**config.mk**
```make
export PLATFORM = sky130hd
export DESIGN_NAME = double_ended_queue_unit
export DESIGN_NICKNAME = d
export VERILOG_FILES = /design/src/hw/rtl/deq_pkg.sv /design/src/hw/rtl/deq_ram.sv /design/src/hw/rtl/double_ended_queue_unit.sv
export SDC_FILE = /design/constraint.sdc
export NUM_CORES = 2
export LEC_CHECK = 0
export ABC_AREA = 1
export BUFFER_PORTS_ARGS = -buffer_cell sky130_fd_sc_hd__buf_4
export CAP_MARGIN = 20
export CORE_MARGIN = 2
export CORE_UTILIZATION = 60
export DETAILED_ROUTE_END_ITERATION = 16
export HOLD_SLACK_MARGIN = 0.12
export PLACE_DENSITY_LB_ADDON = 0.05
export RECOVER_POWER = 25
export SLEW_MARGIN = 20
export SYNTH_ARGS = -nofsm -noshare
export SYNTH_HDL_FRONTEND = slang
export SYNTH_SLANG_ARGS = --single-unit
```
**constraint.sdc**
```tcl
create_clock -name clk_i -period 9.3 [get_ports clk_i]
set_input_delay 0.465 -clock clk_i [delete_from_list [all_inputs] [get_ports clk_i]]
set_output_delay 0.465 -clock clk_i [all_outputs]
set_load 0.005 [all_outputs]
```
**src/hw/rtl/deq_pkg.sv**
```systemverilog
// deq_pkg: shared types, sizing constants and slot arithmetic for the
// double-ended queue unit. No dependencies.
package deq_pkg;

  localparam int unsigned DEPTH   = 32;
  localparam int unsigned IDX_W   = (DEPTH > 1) ? $clog2(DEPTH) : 1;
  localparam int unsigned CNT_W   = $clog2(DEPTH + 1);
  localparam int unsigned SUM_W   = CNT_W + 1;
  localparam int unsigned DATA_W  = 32;
  localparam int unsigned MODE_W  = 3;
  localparam int unsigned STAT_W  = 2;

  typedef enum logic [MODE_W-1:0] {
    MODE_PUSH_FRONT = 3'd0,
    MODE_PUSH_BACK  = 3'd1,
    MODE_POP_FRONT  = 3'd2,
    MODE_POP_BACK   = 3'd3,
    MODE_LIST       = 3'd4
  } mode_e;

  typedef enum logic [STAT_W-1:0] {
    STAT_OK    = 2'd0,
    STAT_FULL  = 2'd1,
    STAT_EMPTY = 2'd2
  } status_e;

  typedef enum logic [1:0] {
    S_IDLE,
    S_POP,
    S_LIST
  } state_e;

  // (base + off) modulo DEPTH; base < DEPTH and off <= DEPTH.
  function automatic logic [IDX_W-1:0] wrap_add(logic [IDX_W-1:0] base,
                                                logic [CNT_W-1:0] off);
    logic [SUM_W-1:0] sum;
    sum = SUM_W'(base) + SUM_W'(off);
    if (sum >= SUM_W'(DEPTH)) begin
      sum = sum - SUM_W'(DEPTH);
    end
    return sum[IDX_W-1:0];
  endfunction

endpackage

```
**src/hw/rtl/deq_ram.sv**
```systemverilog
// deq_ram: single-clock storage, one write and one read port, registered
// read data that holds while no read is issued. Uses no package.
module deq_ram #(
  parameter int unsigned DATA_W  = 32,
  parameter int unsigned DEPTH_P = 32,
  parameter int unsigned ADDR_W  = (DEPTH_P > 1) ? $clog2(DEPTH_P) : 1
) (
  input  logic              clk_i,
  input  logic              we_i,
  input  logic [ADDR_W-1:0] waddr_i,
  input  logic [DATA_W-1:0] wdata_i,
  input  logic              re_i,
  input  logic [ADDR_W-1:0] raddr_i,
  output logic [DATA_W-1:0] rdata_o
);

  logic [DATA_W-1:0] mem [DEPTH_P];

  always_ff @(posedge clk_i) begin
    if (we_i) begin
      mem[waddr_i] <= wdata_i;
    end
  end

  always_ff @(posedge clk_i) begin
    if (re_i) begin
      rdata_o <= mem[raddr_i];
    end
  end

endmodule

```
**src/hw/rtl/double_ended_queue_unit.sv**
```systemverilog
// double_ended_queue_unit: bounded deque of signed 32-bit values in a circular RAM.
// Depends on deq_pkg and deq_ram.
// Push and refused requests give their result in the cycle after acceptance; a pop
// result passes the RAM read register, then the output register. Pops and lists use the
// single RAM read port and hold off new requests until done; unused codes give no result.
// Reset: asynchronous, active low; clears pointers, count, FSM and output valid.
module double_ended_queue_unit (
  input  logic                                clk_i,
  input  logic                                rst_ni,
  input  logic                                in_valid_i,
  output logic                                in_ready_o,
  input  logic [deq_pkg::MODE_W-1:0]          mode_i,
  input  logic signed [deq_pkg::DATA_W-1:0]   push_value_i,
  output logic                                out_valid_o,
  input  logic                                out_ready_i,
  output logic signed [deq_pkg::DATA_W-1:0]   out_value_o,
  output logic [deq_pkg::STAT_W-1:0]          status_o,
  output logic                                last_o
);
  import deq_pkg::*;

  // Control state
  state_e           state_q, state_d;
  logic [IDX_W-1:0] front_q, front_d;   // slot of the front value
  logic [CNT_W-1:0] count_q, count_d;   // values held
  logic [IDX_W-1:0] slot_q, slot_d;     // next slot to read during a list
  logic [CNT_W-1:0] rem_q, rem_d;       // list results still to deliver

  // Output register
  logic              out_valid_q, out_valid_d;
  logic [DATA_W-1:0] out_value_q, out_value_d;
  status_e           status_q, status_d;
  logic              last_q, last_d;

  // RAM port
  logic              ram_we, ram_re;
  logic [IDX_W-1:0]  ram_waddr, ram_raddr;
  logic [DATA_W-1:0] ram_rdata;

  logic  out_free, accept, is_full, is_empty;
  mode_e mode;

  assign mode     = mode_e'(mode_i);
  assign out_free = !out_valid_q || out_ready_i;
  assign is_full  = (count_q == CNT_W'(DEPTH));
  assign is_empty = (count_q == '0);
  assign in_ready_o = (state_q == S_IDLE) && out_free;
  assign accept     = in_valid_i && in_ready_o;

  deq_ram #(
    .DATA_W (DATA_W),
    .DEPTH_P(DEPTH),
    .ADDR_W (IDX_W)
  ) u_ram (
    .clk_i  (clk_i),
    .we_i   (ram_we),
    .waddr_i(ram_waddr),
    .wdata_i(push_value_i),
    .re_i   (ram_re),
    .raddr_i(ram_raddr),
    .rdata_o(ram_rdata)
  );

  // Next state. A transaction is only taken in S_IDLE, and the pointers are
  // updated at acceptance, so a RAM write and a later read of the same entry
  // never fall in one cycle: the FSM itself is the interlock.
  always_comb begin
    state_d = state_q;
    unique case (state_q)
      S_IDLE: begin
        if (accept) begin
          if ((mode == MODE_POP_FRONT || mode == MODE_POP_BACK) && !is_empty) begin
            state_d = S_POP;
          end else if (mode == MODE_LIST && !is_empty) begin
            state_d = S_LIST;
          end
        end
      end
      S_POP:  state_d = S_IDLE;
      S_LIST: begin
        if (out_free && rem_q == CNT_W'(1)) begin
          state_d = S_IDLE;
        end
      end
      default: state_d = S_IDLE;
    endcase
  end

  // Datapath, RAM control and output register loading
  always_comb begin
    front_d     = front_q;
    count_d     = count_q;
    slot_d      = slot_q;
    rem_d       = rem_q;
    out_valid_d = out_valid_q && !out_ready_i;
    out_value_d = out_value_q;
    status_d    = status_q;
    last_d      = last_q;
    ram_we      = 1'b0;
    ram_re      = 1'b0;
    ram_waddr   = front_q;
    ram_raddr   = front_q;

    unique case (state_q)
      S_IDLE: begin
        if (accept) begin
          out_value_d = '0;
          last_d      = 1'b1;
          status_d    = STAT_OK;
          unique case (mode)
            MODE_PUSH_FRONT, MODE_PUSH_BACK: begin
              out_valid_d = 1'b1;
              if (is_full) begin
                status_d = STAT_FULL;
              end else begin
                ram_we  = 1'b1;
                count_d = count_q + CNT_W'(1);
                if (mode == MODE_PUSH_FRONT) begin
                  ram_waddr = (front_q == '0) ? IDX_W'(DEPTH - 1) : front_q - IDX_W'(1);
                  front_d   = ram_waddr;
                end else begin
                  ram_waddr = wrap_add(front_q, count_q);
                end
              end
            end
            MODE_POP_FRONT, MODE_POP_BACK: begin
              if (is_empty) begin
                out_valid_d = 1'b1;
                status_d    = STAT_EMPTY;
              end else begin
                ram_re  = 1'b1;
                count_d = count_q - CNT_W'(1);
                if (mode == MODE_POP_FRONT) begin
                  ram_raddr = front_q;
                  front_d   = wrap_add(front_q, CNT_W'(1));
                end else begin
                  ram_raddr = wrap_add(front_q, count_q - CNT_W'(1));
                end
              end
            end
            MODE_LIST: begin
              if (is_empty) begin
                out_valid_d = 1'b1;
                status_d    = STAT_EMPTY;
              end else begin
                ram_re    = 1'b1;
                ram_raddr = front_q;
                slot_d    = wrap_add(front_q, CNT_W'(1));
                rem_d     = count_q;
              end
            end
            default: begin
              // unused code: dropped, no result
            end
          endcase
        end
      end
      S_POP: begin
        // output register was freed at acceptance
        out_valid_d = 1'b1;
        out_value_d = ram_rdata;
        status_d    = STAT_OK;
        last_d      = 1'b1;
      end
      S_LIST: begin
        // RAM data holds while the output is stalled
        if (out_free) begin
          out_valid_d = 1'b1;
          out_value_d = ram_rdata;
          status_d    = STAT_OK;
          last_d      = (rem_q == CNT_W'(1));
          if (rem_q != CNT_W'(1)) begin
            ram_re    = 1'b1;
            ram_raddr = slot_q;
            slot_d    = wrap_add(slot_q, CNT_W'(1));
            rem_d     = rem_q - CNT_W'(1);
          end
        end
      end
      default: begin
      end
    endcase
  end

  always_ff @(posedge clk_i or negedge rst_ni) begin
    if (!rst_ni) begin
      state_q     <= S_IDLE;
      front_q     <= '0;
      count_q     <= '0;
      slot_q      <= '0;
      rem_q       <= '0;
      out_valid_q <= 1'b0;
    end else begin
      state_q     <= state_d;
      front_q     <= front_d;
      count_q     <= count_d;
      slot_q      <= slot_d;
      rem_q       <= rem_d;
      out_valid_q <= out_valid_d;
    end
  end

  always_ff @(posedge clk_i) begin
    out_value_q <= out_value_d;
    status_q    <= status_d;
    last_q      <= last_d;
  end

  assign out_valid_o = out_valid_q;
  assign out_value_o = out_value_q;
  assign status_o    = status_q;
  assign last_o      = last_q;

`ifndef NO_ASSERTIONS
  a_count_bound: assert property (@(posedge clk_i) disable iff (!rst_ni)
    count_q <= CNT_W'(DEPTH))
    else $error("held count exceeds capacity");

  a_count_only_on_accept: assert property (@(posedge clk_i) disable iff (!rst_ni)
    (count_q != count_d) |-> accept)
    else $error("held count changed without an accepted transaction");

  a_pop_result: assert property (@(posedge clk_i) disable iff (!rst_ni)
    (state_q == S_POP) |=> (out_valid_o && last_o))
    else $error("pop read did not reach the output register");

  a_not_last_in_list: assert property (@(posedge clk_i) disable iff (!rst_ni)
    (out_valid_o && !last_o) |-> (state_q == S_LIST))
    else $error("non-final result outside a list transaction");

  a_list_remaining: assert property (@(posedge clk_i) disable iff (!rst_ni)
    (state_q == S_LIST) |-> (rem_q != '0 && rem_q <= count_q))
    else $error("list remaining count out of range");
`endif

endmodule

```
==> results.tsv <==
metric	value	unit
cts_root_buf	clkbuf_16	
clock_latency	0.69	ns
cts_tree	built	
async_flop_share	2.240	%
final-hold-violation-count	0	
grt_use_total	32.30	%
start_kind	register	
io_buffers	75	
setup_tns	0	ns
worstSetupPathType	register to register	
layout-drive-gt1-share	7.434	%
wire_per_inst	23.96	um
rsz0062_at_grt	false	
utilization	66.39	%
vias	34060	
grt_max_degree	204	
cp_data_arrival_time	5.56	ns
core_area	0.08198	sq mm
place.gp.congestion	0.8341	
num_rows	105	
vias_per_cell	5.934	
avgSynthCellArea	10.78	sq um
cts_inserted_buffers	112	
yosysSeqAreaShare	67.25	%
crit_path_max_fanout	112	
syn-num-nets	4666	
pre_cts_slack	4.282	ns
dp.cells	5527	
routed_wl	137500	um
crit_path_end_kind	register	
syn-cell-area	0.04965	sq mm
dieArea	0.08506	sq mm
worst_pin_slew	1.303	ns
io_pins	76	
instances_no_fill	5739	
ys_seq_elements	1116	
synthFlopType	edfxtp_1	
start_util	60.56	%
setup_viol_count_final	0	
status	completed	
drc	0	
grt_pass1_wl	204000	um
final_common_cell	nand2_1	
h-tree-depth	3	
syn_inst	4606	
antenna_found_initial	4	
die_h	291.7	um
drt_first_pass_iters	6	
first_iter_violations	4444	
cts_max_path_buffers	3	
place_hpwl	67720	um
grt_pass1_vias	32540	
period_share	55.16	%
ir_worst_vdd	531.4	uV
p_leak	22.02	nW
overflow	0	
final_cell_mix	nand2_1 (1108), nand3_1 (1107), edfxtp_1 (1091)	
fin_skew	0.02523	ns
final_nets	4633	
antenna_left	0	
fmax	0.1949	GHz
maxCapViolations	0	
period_minus_slack	5.130	ns
ys_warn_count	0	
synth-edff-count	1091	
die_w	291.7	um
ys_types	42	
worstPathRequired	9.73	ns
slew_headroom	13.11	%
layout_setup_ws	4.170	ns
slew_violations	0	
cts_sinks	1116	
min_path_type	input port to register	
powerDensity	372.8	mW/mm^2
clk_pin_slew	0.06	ns
syn2layout_area_growth	9.622	%
## metrics by stage
stage                     total power [W]  area [sq um]  hold WS, ns
after global routing              0.02146         54420       0.1631
after detailed placement          0.01567         50740       0.4019
after global placement            0.01558         50740       0.4012
final                             0.02029         54420       0.1731
after floorplan                   0.01306         49650       0.1694
after CTS                         0.02024         54500       0.1311
## power breakdown
group / switching (W) / internal [W]
clock: 0.00191 / 0.00267
combinational: 0.00687 / 0.00266
sequential: 0.000205 / 0.00598
## cell families after synthesis
logic type | Yosys count | synth area share (%)
XOR/XNOR | 20 | 0.3528
flip-flops | 1116 | 67.25
AO/OA/AOI/OAI | 70 | 0.8241
adder cells (fa/ha/maj) | 21 | 0.5595
buffers and inverters | 916 | 8.105
AND/OR/NAND/NOR | 2463 | 22.91
## metal layers
| layer | wire [um] | vias up | part of all wire, % | global-route usage [%] |
|---|---|---|---|---|
| met5 | 8 | - | 0.0058 | 0 |
| met4 | 4737 | 2 | 3.4 | 11.73 |
| met3 | 12500 | 296 | 9.1 | 4.955 |
| met2 | 64600 | 1695 | 47 | 52.31 |
| met1 | 55640 | 16550 | 40 | 44.80 |
| li1 | - | 15510 | - | - |
## cell usage after synthesis (9+ instances only)
cell | number | area share (%)
a21oi_1 | 15 | 0.15
buf_2 | 195 | 2.0
buf_4 | 23 | 0.35
buf_6 | 31 | 0.70
clkbuf_1 | 30 | 0.23
dfrtp_1 | 25 | 1.3
edfxtp_1 | 1091 | 66
ha_1 | 19 | 0.48
inv_1 | 621 | 4.7
nand2_1 | 1108 | 8.4
nand3_1 | 1108 | 11
nand3b_1 | 160 | 2.4
nor2_1 | 61 | 0.46
o211ai_1 | 9 | 0.14
o21ai_0 | 33 | 0.33
xor2_1 | 12 | 0.21
## area by class of cell
class / instances / area (sq um)
Sequential cell: 1116 / 33390
Fill cell: 6267 / 27560
Multi-Input combinational cell: 2574 / 12540
Clock buffer: 132 / 2942
Inverter: 629 / 2375
Tap cell: 1070 / 1339
Timing Repair Buffer: 140 / 1040
Clock inverter: 77 / 800.8
Antenna cell: 1 / 2.502
## final timing paths
| kind | startpoint | end | slack [ns] | cells after the start |
|---|---|---|---|---|
| setup reg to reg | state_q[0] | u_ram.rdata_o[7] | 4.17 | 17 |
| setup / recovery | state_q[0] | u_ram.rdata_o[7] | 4.17 | 17 |
| max in group asynchronous | rst_ni | front_q[2] | 8.79 | 2 |
| min in group asynchronous | rst_ni | slot_q[2] | 0.25 | 2 |
| hold reg to reg | u_ram.rdata_o[21] | out_value_o[21] | 0.51 | 2 |
| hold / removal | mode_i[2] | count_q[0] | 0.17 | 3 |
## what timing repair did
| action | CTS | global route |
|---|---|---|
| hold buffers | 2 | 0 |
| endpoints found under the setup margin | 0 | 0 |
| resized for setup | 0 | 0 |
| hold endpoints to repair | 26 | 0 |
| setup buffers | 0 | 0 |
## registers in the layout (all words and copies together), names as in the netlist
signal,cells
u_ram.mem,1024
count_q,6
u_ram.rdata_o,32
front_q,5
out_valid_o,1
last_o,1
state_q,2
out_value_o,32
rem_q,6
status_o,2
slot_q,5
## critical path, stage by stage, from the launching register on
cell and delay [ns]:
dfrtp_1 0.40, inv_1 0.08, ha_1 0.56, nor2_1 0.15
inv_1 0.18, nand2_1 0.10, nor2_1 0.17, nand2_4 0.13
nand2_8 0.52, buf_6 0.72, buf_4 0.82, nand3_1 0.22
nand3_1 0.15, nand3_1 0.08, nand3_1 0.15, nand2_1 0.06
nand2_1 0.05, nand2_1 0.05
Note: power is estimated with default switching activity, not from simulation.
